$ cat src/rtl/core/partition_fit_allocator_unit_defines.svh
// Assertion macros shared by the partition fit allocator RTL.
// Included by modules that carry concurrent checks; no other dependencies.
`ifndef PARTITION_FIT_ALLOCATOR_UNIT_DEFINES_SVH
`define PARTITION_FIT_ALLOCATOR_UNIT_DEFINES_SVH

// same-cycle implication
`define PFA_ASSERT_NOW(lbl, clk, rst_n, ante, cons) \
	lbl: assert property (@(posedge clk) disable iff (!rst_n) (ante) |-> (cons)) \
		else $error("pfa check failed");

// next-cycle implication
`define PFA_ASSERT_NEXT(lbl, clk, rst_n, ante, cons) \
	lbl: assert property (@(posedge clk) disable iff (!rst_n) (ante) |=> (cons)) \
		else $error("pfa check failed");

`endif

$ cat src/rtl/core/pfa_pkg.sv
// Package for the partition fit allocator: constants, codes and shared types.
// No dependencies; imported by every module of the block.
package pfa_pkg;

	localparam int PFA_MAX_PARTS = 16;
	localparam int PFA_SIZE_BITS = 16;
	localparam int PFA_QDEPTH    = 2;
	localparam int PFA_IDX_W     = 4;
	localparam int PFA_DATA_W    = 16;
	localparam int PFA_CFG_W     = 5;

	localparam logic [1:0] PFA_POL_FIRST = 2'd0;
	localparam logic [1:0] PFA_POL_BEST  = 2'd1;
	localparam logic [1:0] PFA_POL_WORST = 2'd2;

	localparam logic PFA_REG_POLICY = 1'b0;
	localparam logic PFA_REG_PARTS  = 1'b1;

	localparam logic PFA_FUNC_LOAD = 1'b0;
	localparam logic PFA_FUNC_REQ  = 1'b1;

	typedef enum logic [1:0] {
		PFA_IDLE,
		PFA_SCAN,
		PFA_UPDATE
	} pfa_state_t;

	typedef struct packed {
		logic                  is_req;
		logic [PFA_IDX_W-1:0]  idx;
		logic [PFA_DATA_W-1:0] size;
	} pfa_cmd_t;

	typedef struct packed {
		logic [1:0]           policy;
		logic [PFA_CFG_W-1:0] parts;
	} pfa_cfg_t;

endpackage

$ cat src/rtl/core/pfa_front.sv
// Front end: accepts input requests, decodes them into commands, drops
// loads aimed beyond the table. Depends on pfa_pkg.
module pfa_front #(
	parameter int MAX_PARTS = pfa_pkg::PFA_MAX_PARTS
) (
	input  logic              s_tvalid,
	output logic              s_tready,
	input  logic              func,
	input  logic [3:0]        part_index,
	input  logic [15:0]       size,
	output logic              push,
	output pfa_pkg::pfa_cmd_t cmd,
	input  logic              q_ready
);
	import pfa_pkg::*;

	logic keep;

	always_comb begin
		keep     = (func == PFA_FUNC_REQ) || ({28'd0, part_index} < 32'(MAX_PARTS));
		s_tready = q_ready;
		push     = s_tvalid && q_ready && keep;
		cmd.is_req = (func == PFA_FUNC_REQ);
		cmd.idx    = part_index;
		cmd.size   = size;
	end

endmodule

$ cat src/rtl/core/pfa_fifo.sv
// Short command queue between front and back end.
// Depends on pfa_pkg for the command type.
module pfa_fifo #(
	parameter int DEPTH = pfa_pkg::PFA_QDEPTH
) (
	input  logic              clk,
	input  logic              arst_n,
	input  logic              push,
	input  pfa_pkg::pfa_cmd_t push_data,
	output logic              push_ready,
	output logic              pop_valid,
	output pfa_pkg::pfa_cmd_t pop_data,
	input  logic              pop
);
	import pfa_pkg::*;

	localparam int PW = (DEPTH > 1) ? $clog2(DEPTH) : 1;
	localparam int CW = $clog2(DEPTH + 1);

	pfa_cmd_t        slot_q [DEPTH];
	logic [PW-1:0]   wr_ptr_q;
	logic [PW-1:0]   rd_ptr_q;
	logic [CW-1:0]   count_q;
	logic            do_push;
	logic            do_pop;

	always_comb begin
		push_ready = (count_q != CW'(DEPTH));
		pop_valid  = (count_q != '0);
		pop_data   = slot_q[rd_ptr_q];
		do_push    = push && push_ready;
		do_pop     = pop && pop_valid;
	end

	always_ff @(posedge clk) begin
		if (do_push) begin
			slot_q[wr_ptr_q] <= push_data;
		end
	end

	always_ff @(posedge clk or negedge arst_n) begin
		if (!arst_n) begin
			wr_ptr_q <= '0;
			rd_ptr_q <= '0;
			count_q  <= '0;
		end else begin
			if (do_push) begin
				wr_ptr_q <= (wr_ptr_q == PW'(DEPTH - 1)) ? '0 : wr_ptr_q + 1'b1;
			end
			if (do_pop) begin
				rd_ptr_q <= (rd_ptr_q == PW'(DEPTH - 1)) ? '0 : rd_ptr_q + 1'b1;
			end
			if (do_push && !do_pop) begin
				count_q <= count_q + 1'b1;
			end else if (do_pop && !do_push) begin
				count_q <= count_q - 1'b1;
			end
		end
	end

endmodule

$ cat src/rtl/core/pfa_back.sv
// Back end: free-space memory, sequential scan under the fit policy,
// update of the chosen partition and the result register. Depends on pfa_pkg.
`include "partition_fit_allocator_unit_defines.svh"
module pfa_back #(
	parameter int MAX_PARTS = pfa_pkg::PFA_MAX_PARTS,
	parameter int SIZE_BITS = pfa_pkg::PFA_SIZE_BITS
) (
	input  logic              clk,
	input  logic              arst_n,
	input  pfa_pkg::pfa_cfg_t cfg,
	input  logic              cmd_valid,
	input  pfa_pkg::pfa_cmd_t cmd,
	output logic              cmd_pop,
	output logic              m_tvalid,
	input  logic              m_tready,
	output logic              granted,
	output logic [3:0]        chosen_part,
	output logic [15:0]       space_left
);
	import pfa_pkg::*;

	localparam int AW = (MAX_PARTS > 1) ? $clog2(MAX_PARTS) : 1;
	localparam int CW = $clog2(MAX_PARTS + 1);

	pfa_state_t           state_q;
	pfa_state_t           state_d;

	logic [SIZE_BITS-1:0] mem [MAX_PARTS];
	logic [MAX_PARTS-1:0] valid_q;

	logic [CW-1:0]        limit;
	logic [CW-1:0]        addr_q;
	logic [SIZE_BITS-1:0] req_q;

	logic [SIZE_BITS-1:0] rd_data_s1;
	logic                 rd_ok_s1;
	logic                 rd_live_s1;
	logic [AW-1:0]        rd_idx_s1;

	logic                 found_q;
	logic [AW-1:0]        pick_q;
	logic [SIZE_BITS-1:0] pick_val_q;

	logic                 out_valid_q;
	logic                 out_granted_q;
	logic [3:0]           out_part_q;
	logic [15:0]          out_left_q;

	logic                 rd_en;
	logic                 scan_done;
	logic                 res_load;
	logic                 load_wr;
	logic                 wr_en;
	logic [AW-1:0]        wr_addr;
	logic [SIZE_BITS-1:0] wr_data;
	logic [SIZE_BITS-1:0] left;
	logic [SIZE_BITS-1:0] cand;
	logic                 take;

	always_comb begin
		if (32'(cfg.parts) > 32'(MAX_PARTS)) begin
			limit = CW'(MAX_PARTS);
		end else begin
			limit = CW'(cfg.parts);
		end
	end

	// next state
	always_comb begin
		state_d = state_q;
		case (state_q)
			PFA_IDLE: begin
				if (cmd_valid && cmd.is_req) begin
					state_d = PFA_SCAN;
				end
			end
			PFA_SCAN: begin
				if (scan_done) begin
					state_d = PFA_UPDATE;
				end
			end
			PFA_UPDATE: begin
				if (res_load) begin
					state_d = PFA_IDLE;
				end
			end
			default: state_d = PFA_IDLE;
		endcase
	end

	// state outputs
	always_comb begin
		cmd_pop   = 1'b0;
		rd_en     = 1'b0;
		scan_done = 1'b0;
		res_load  = 1'b0;
		load_wr   = 1'b0;
		case (state_q)
			PFA_IDLE: begin
				cmd_pop = cmd_valid;
				load_wr = cmd_valid && !cmd.is_req;
			end
			PFA_SCAN: begin
				rd_en     = (addr_q < limit);
				scan_done = !rd_en && !rd_live_s1;
			end
			PFA_UPDATE: begin
				res_load = !out_valid_q || m_tready;
			end
			default: begin
				cmd_pop = 1'b0;
			end
		endcase
	end

	always_comb begin
		left = pick_val_q - req_q;
		cand = rd_ok_s1 ? rd_data_s1 : '0;
		take = 1'b0;
		if (rd_live_s1 && (cand >= req_q)) begin
			if (!found_q) begin
				take = 1'b1;
			end else begin
				case (cfg.policy)
					PFA_POL_FIRST: take = 1'b0;
					PFA_POL_BEST:  take = (cand < pick_val_q);
					default:       take = (cand > pick_val_q);
				endcase
			end
		end
		wr_en   = load_wr || (res_load && found_q);
		wr_addr = load_wr ? AW'(cmd.idx) : pick_q;
		wr_data = load_wr ? SIZE_BITS'(cmd.size) : left;
	end

	always_ff @(posedge clk) begin
		if (wr_en) begin
			mem[wr_addr] <= wr_data;
		end
		if (rd_en) begin
			rd_data_s1 <= mem[addr_q[AW-1:0]];
		end
	end

	always_ff @(posedge clk) begin
		if (rd_en) begin
			rd_ok_s1  <= valid_q[addr_q[AW-1:0]];
			rd_idx_s1 <= addr_q[AW-1:0];
		end
		if (state_q == PFA_IDLE) begin
			req_q <= SIZE_BITS'(cmd.size);
		end
		if (take) begin
			pick_q     <= rd_idx_s1;
			pick_val_q <= cand;
		end
		if (res_load) begin
			out_granted_q <= found_q;
			out_part_q    <= found_q ? 4'(pick_q) : 4'd0;
			out_left_q    <= found_q ? 16'(left) : 16'd0;
		end
	end

	always_ff @(posedge clk or negedge arst_n) begin
		if (!arst_n) begin
			state_q     <= PFA_IDLE;
			valid_q     <= '0;
			addr_q      <= '0;
			rd_live_s1  <= 1'b0;
			found_q     <= 1'b0;
			out_valid_q <= 1'b0;
		end else begin
			state_q    <= state_d;
			rd_live_s1 <= rd_en;
			if (wr_en) begin
				valid_q[wr_addr] <= 1'b1;
			end
			if (state_q == PFA_IDLE) begin
				addr_q  <= '0;
				found_q <= 1'b0;
			end else begin
				if (rd_en) begin
					addr_q <= addr_q + 1'b1;
				end
				if (take) begin
					found_q <= 1'b1;
				end
			end
			if (res_load) begin
				out_valid_q <= 1'b1;
			end else if (m_tready) begin
				out_valid_q <= 1'b0;
			end
		end
	end

	assign m_tvalid    = out_valid_q;
	assign granted     = out_granted_q;
	assign chosen_part = out_part_q;
	assign space_left  = out_left_q;

	`PFA_ASSERT_NOW(a_idle_no_read, clk, arst_n, state_q == PFA_IDLE, !rd_live_s1)
	`PFA_ASSERT_NOW(a_scan_in_range, clk, arst_n, state_q == PFA_SCAN, addr_q <= limit)
	`PFA_ASSERT_NOW(a_pick_in_range, clk, arst_n, res_load && found_q, 32'(pick_q) < 32'(limit))
	`PFA_ASSERT_NOW(a_wr_phase, clk, arst_n, wr_en, state_q == PFA_IDLE || state_q == PFA_UPDATE)
	`PFA_ASSERT_NEXT(a_result_after_update, clk, arst_n, res_load, out_valid_q)

endmodule

$ cat src/rtl/core/partition_fit_allocator_unit.sv
// Load: written when it sits at the queue head with the back end idle; no result. Request:
// once it leaves the queue, the back end scans limit = min(parts_in_use, MAX_PARTS)
// partitions through a registered read stage, one partition a cycle on the single read port
// of the free-space memory, then loads the result register when it is empty or being drained,
// so a held result blocks it. No new command is taken until that result register is loaded.
// Reset clears control state and all per-partition valid bits; config: policy 0, 16 in use.
module partition_fit_allocator_unit #(
	parameter int MAX_PARTS = pfa_pkg::PFA_MAX_PARTS,
	parameter int SIZE_BITS = pfa_pkg::PFA_SIZE_BITS
) (
	input  logic        clk,
	input  logic        arst_n,
	input  logic        s_tvalid,
	output logic        s_tready,
	input  logic [23:0] s_tdata,   // [3:0] part_index, [19:4] size, [23:20] zero
	input  logic        s_tuser,   // [0] func
	output logic        m_tvalid,
	input  logic        m_tready,
	output logic [23:0] m_tdata,   // [3:0] chosen_part, [19:4] space_left, [23:20] zero
	output logic        m_tuser,   // [0] granted
	input  logic        cfg_valid,
	output logic        cfg_ready,
	input  logic        cfg_index,
	input  logic [4:0]  cfg_data
);
	import pfa_pkg::*;

	pfa_cfg_t    cfg_q;
	pfa_cmd_t    fr_cmd;
	pfa_cmd_t    q_cmd;
	logic        fr_push;
	logic        q_ready;
	logic        q_valid;
	logic        q_pop;
	logic [3:0]  chosen_part;
	logic [15:0] space_left;

	assign cfg_ready = 1'b1;

	always_ff @(posedge clk or negedge arst_n) begin
		if (!arst_n) begin
			cfg_q.policy <= PFA_POL_FIRST;
			cfg_q.parts  <= 5'd16;
		end else if (cfg_valid) begin
			case (cfg_index)
				PFA_REG_POLICY: cfg_q.policy <= cfg_data[1:0];
				PFA_REG_PARTS:  cfg_q.parts  <= cfg_data;
				default:        cfg_q        <= cfg_q;
			endcase
		end
	end

	pfa_front #(
		.MAX_PARTS (MAX_PARTS)
	) u_front (
		.s_tvalid   (s_tvalid),
		.s_tready   (s_tready),
		.func       (s_tuser),
		.part_index (s_tdata[3:0]),
		.size       (s_tdata[19:4]),
		.push       (fr_push),
		.cmd        (fr_cmd),
		.q_ready    (q_ready)
	);

	pfa_fifo #(
		.DEPTH (PFA_QDEPTH)
	) u_fifo (
		.clk        (clk),
		.arst_n     (arst_n),
		.push       (fr_push),
		.push_data  (fr_cmd),
		.push_ready (q_ready),
		.pop_valid  (q_valid),
		.pop_data   (q_cmd),
		.pop        (q_pop)
	);

	pfa_back #(
		.MAX_PARTS (MAX_PARTS),
		.SIZE_BITS (SIZE_BITS)
	) u_back (
		.clk         (clk),
		.arst_n      (arst_n),
		.cfg         (cfg_q),
		.cmd_valid   (q_valid),
		.cmd         (q_cmd),
		.cmd_pop     (q_pop),
		.m_tvalid    (m_tvalid),
		.m_tready    (m_tready),
		.granted     (m_tuser),
		.chosen_part (chosen_part),
		.space_left  (space_left)
	);

	assign m_tdata = {4'd0, space_left, chosen_part};

endmodule
$ cat config.mk
export PLATFORM = sky130hd
export DESIGN_NAME = partition_fit_allocator_unit
export DESIGN_NICKNAME = d
export VERILOG_FILES = /design/src/rtl/core/pfa_pkg.sv /design/src/rtl/core/pfa_front.sv /design/src/rtl/core/pfa_fifo.sv /design/src/rtl/core/pfa_back.sv /design/src/rtl/core/partition_fit_allocator_unit.sv
export VERILOG_INCLUDE_DIRS = /design/src /design/src/rtl/core
export SDC_FILE = /design/constraint.sdc
export NUM_CORES = 1
export LEC_CHECK = 0
export BUFFER_PORTS_ARGS = -buffer_cell sky130_fd_sc_hd__buf_2
export CAP_MARGIN = 25
export CORE_MARGIN = 5
export CORE_UTILIZATION = 45
export DETAILED_ROUTE_END_ITERATION = 7
export SYNTH_ARGS = -nofsm -noshare
export SYNTH_HDL_FRONTEND = slang
export SYNTH_SLANG_ARGS = --single-unit
$ cat constraint.sdc
create_clock -name clk -period 5 [get_ports clk]
set_clock_uncertainty 0.05 [all_clocks]
set_input_delay 0.75 -clock clk [delete_from_list [all_inputs] [get_ports clk]]
set_output_delay 0.75 -clock clk [all_outputs]
set_load 0.1 [all_outputs]
==> metrics.txt <==
most frequent cells after synthesis=edfxtp_1, mux4_2, nor2_1; Worst R2R End=u_back.pick_val_q[6]; dpl cells=1530; Post-Synth Adder-Cell Area=3.80%; CP dominant cell by count=a21oi_1; H-tree depth=2; clk slew on worst S/H paths=0.06 ns; Post-Route WL=between 30 and 40 mm; First-pass DRT Iterations=5; Critical R2R Launch=u_back.rd_ok_s1; DR WL/cell=22.8 um; Pleak=~7.0 nW; most numerous cell in the Yosys netlist=edfxtp_1; critical path's top delay family=compound AO/OA/AOI/OAI gates; CP startpoint kind=flop; Sw Pwr=4.67 mW; sw frac=between 30% and 40%; Period minus WS final=between 3 and 4 ns; Hold WC Path Type=in -> async; combinational family with the most area after synthesis=multiplexers; Critical Path End Type=flop; post-synthesis sequential area ratio=70.8%; Seq pwr share=42.4%; Netlist Area Pre-Place=roughly 17000 um2; most area-hungry cell type in the Yosys netlist=edfxtp_1; DRC=0; Die X=206 um; cell count after synthesis=962; Comb pwr share=35.0%; Crit path largest cell delay=0.57 ns; Die ar.=42400 um2; Power, Total=13.8 mW; Worst slew margin=a little over two fifths; vias in the first global route=between 8000 and 9000; top post-synthesis cells by area=edfxtp_1, mux4_2, dfrtp_1, ha_1, mux2_2; CTS root buffer=clkbuf_16; Vias=8771; Fmax=285 MHz; nets=roughly 1200; post-CTS setup buffer count=0; total CTS buffers=43; I/O pin count=64; Distinct cells, synth=between 60 and 70; crit path max fanout=17; clk buf depth=3; kind of critical path=reg -> reg; Internal Power=9.10 mW; worst path bufs/invs=1; PwrDens=696 nW/um2; Non-Filler Instances=roughly 1600; worst vdd ir=0.322 mV; gpl congestion=approximately 0.85; Top FF cell, synth=edfxtp_1; Final Hold Vio Count=0; worst-margin pin slew=around 0.85 ns; Final Max Tran Viols=0; Final ANT Viol Nets=0; Post-CTS Hold Buffers=0; MaxCap Viol Count=0; CP max stage cell=edfxtp_1; largest net degree at the start of global routing=70; Area Growth Syn to Fin=14.5%; WP data arrival=3.67 ns; port bufs=54; vias per cell=5.44; mean post-synth cell area=17.9 um2; violation count after the first detailed-route iteration=587; mux share of post-synthesis cell area=13.5%; status=completed; Core ar.=37800 um2; EDFF count, synth=376; CTS resizes=0; critical-path cell list=and2_1 > ha_1 > nor2b_1 > a21oi_1 > o21ai_0 > a21oi_1 > o31ai_1 > mux2_2 > a21oi_2 > buf_4; first-pass GRT wire length=around 55 mm; Post-Synth XOR/XNOR Area=1.01%; unrepaired setup endpoints after global routing=false; Period Utilization, post-route=between 70 and 80%; Total Neg Setup Slack=0 ns; complex-gate fraction of the synthesized area=3.56%; initial antenna violation count=0; total gr overflow=0; Setup-failing EPs final=0; r2r setup slk=1.49 ns; worst skew pair latency=0.54 ns; yosys warns=0; Synth top area share=65.4%; clock power share=22.6%; Async SR Flop Fraction=around 9%; Initial Utilization=45.7%; HPWL after DPL=23.5 mm; CTS tree=yes; Die H=206 um; All-Layer GR Usage=roughly 18%; worst endpoint required time=slightly above 5 ns; filler cell count=3007; share of cells above drive strength 1=27.9%; simple-gate share of the synthesized area=5.23%; row count=71; Reg2Reg Depth=10; CTS Sinks=413; FF+latch count, synth=between 400 and 500; ant diodes=0
[area by class of cell]
| cell class | instances | area (um2) | share of cell area [%] |
|---|---|---|---|
| multi-input cells | 468 | 4740 | 24.0 |
| inverters | 47 | 179 | 0.905 |
| repair buffers | 95 | 631 | 3.19 |
| flip-flops and latches | 413 | 12200 | 61.8 |
| well taps | 511 | 639 | 3.23 |
| clock buffers | 52 | 1120 | 5.66 |
| clock inverters | 25 | 246 | 1.25 |
[sequential cells by signal, indices dropped and copies added, names as in the netlist, 2 cells and up]
signal,flops
u_back.mem,256
u_fifo.slot_q,42
u_back.req_q,16
u_fifo.count_q,2
u_back.chosen_part,4
u_back.addr_q,5
u_back.pick_q,4
u_back.rd_data_s1,16
u_back.pick_val_q,16
u_back.valid_q,16
u_back.space_left,16
u_back.rd_idx_s1,4
u_back.state_q,2
cfg_q,7
[worst max-delay path by stage]
stage | from | end | slack, ns | cells past startpoint
final | u_back.rd_ok_s1 | u_back.pick_val_q[6] | 1.49 | 10
after global routing | u_back.rd_ok_s1 | u_back.pick_q[2] | 1.25 | 10
after CTS | u_back.rd_ok_s1 | u_back.pick_q[2] | 1.42 | 10
after detailed placement | u_back.rd_ok_s1 | u_back.pick_q[1] | 1.43 | 10
after global placement | u_back.rd_ok_s1 | u_back.pick_q[1] | 1.49 | 10
after floorplan | u_back.m_tvalid | u_back.mem[3][0] | 1.24 | 6
[placed cells by master (no fill, tap or decap), drive strengths merged, types with 6 or more instances in the layout]
| cell | instances |
|---|---|
| nor2b | 7 |
| nand4 | 7 |
| nand2b | 11 |
| ha | 50 |
| nor3 | 9 |
| and2 | 23 |
| nor2 | 52 |
| inv | 48 |
| mux2 | 34 |
| nand2 | 37 |
| edfxtp | 376 |
| a21oi | 28 |
| clkbuf | 52 |
| xnor2 | 13 |
| clkinv | 17 |
| nand3 | 6 |
| buf | 95 |
| a21o | 6 |
| dfrtp | 36 |
| o21ai | 22 |
| xor2 | 7 |
| mux4 | 85 |
| or2 | 17 |
[kinds of logic after synthesis]
group,after synthesis
flip-flops,413
other,2
adder cells (fa/ha/maj),52
AND/OR/NAND/NOR,179
buffers and inverters,84
multiplexers,122
XOR/XNOR,20
AO/OA/AOI/OAI,90
[stage by stage]
step           area (um2)  setup WS, ns  utilization, %  hold slack, ns
6_report            19800          1.49            52.4           0.141
5_1_grt             19800          1.25            52.4           0.163
4_1_cts             19700          1.42            52.2           0.329
3_5_place_dp        18300          1.43            48.6           0.358
3_3_place_gp        18300          1.49            48.6           0.352
2_1_floorplan       17300          1.24               -           0.350
[metal layers]
| layer | wire length [um] | global-route usage [%] | vias up | share of wire, % |
|---|---|---|---|---|
| met5 | 0 | 0 | - | 0 |
| met4 | 1250 | 5.96 | 0 | 3.4 |
| met3 | 1710 | 2.81 | 65 | 4.7 |
| met2 | 17300 | 28.2 | 228 | 47 |
| met1 | 16400 | 24.9 | 4522 | 45 |
| li1 | - | - | 3956 | - |
[power by group through the flow]
stage	clock network [mW]	registers (mW)	logic, mW
after floorplan	0	5.88	3.15
after global placement	0	5.90	4.68
after detailed placement	0	5.92	4.78
after CTS	3.18	5.85	4.80
after global routing	3.33	5.91	5.25
final	3.11	5.84	4.82
Note: power is estimated with default switching activity, not from simulation.
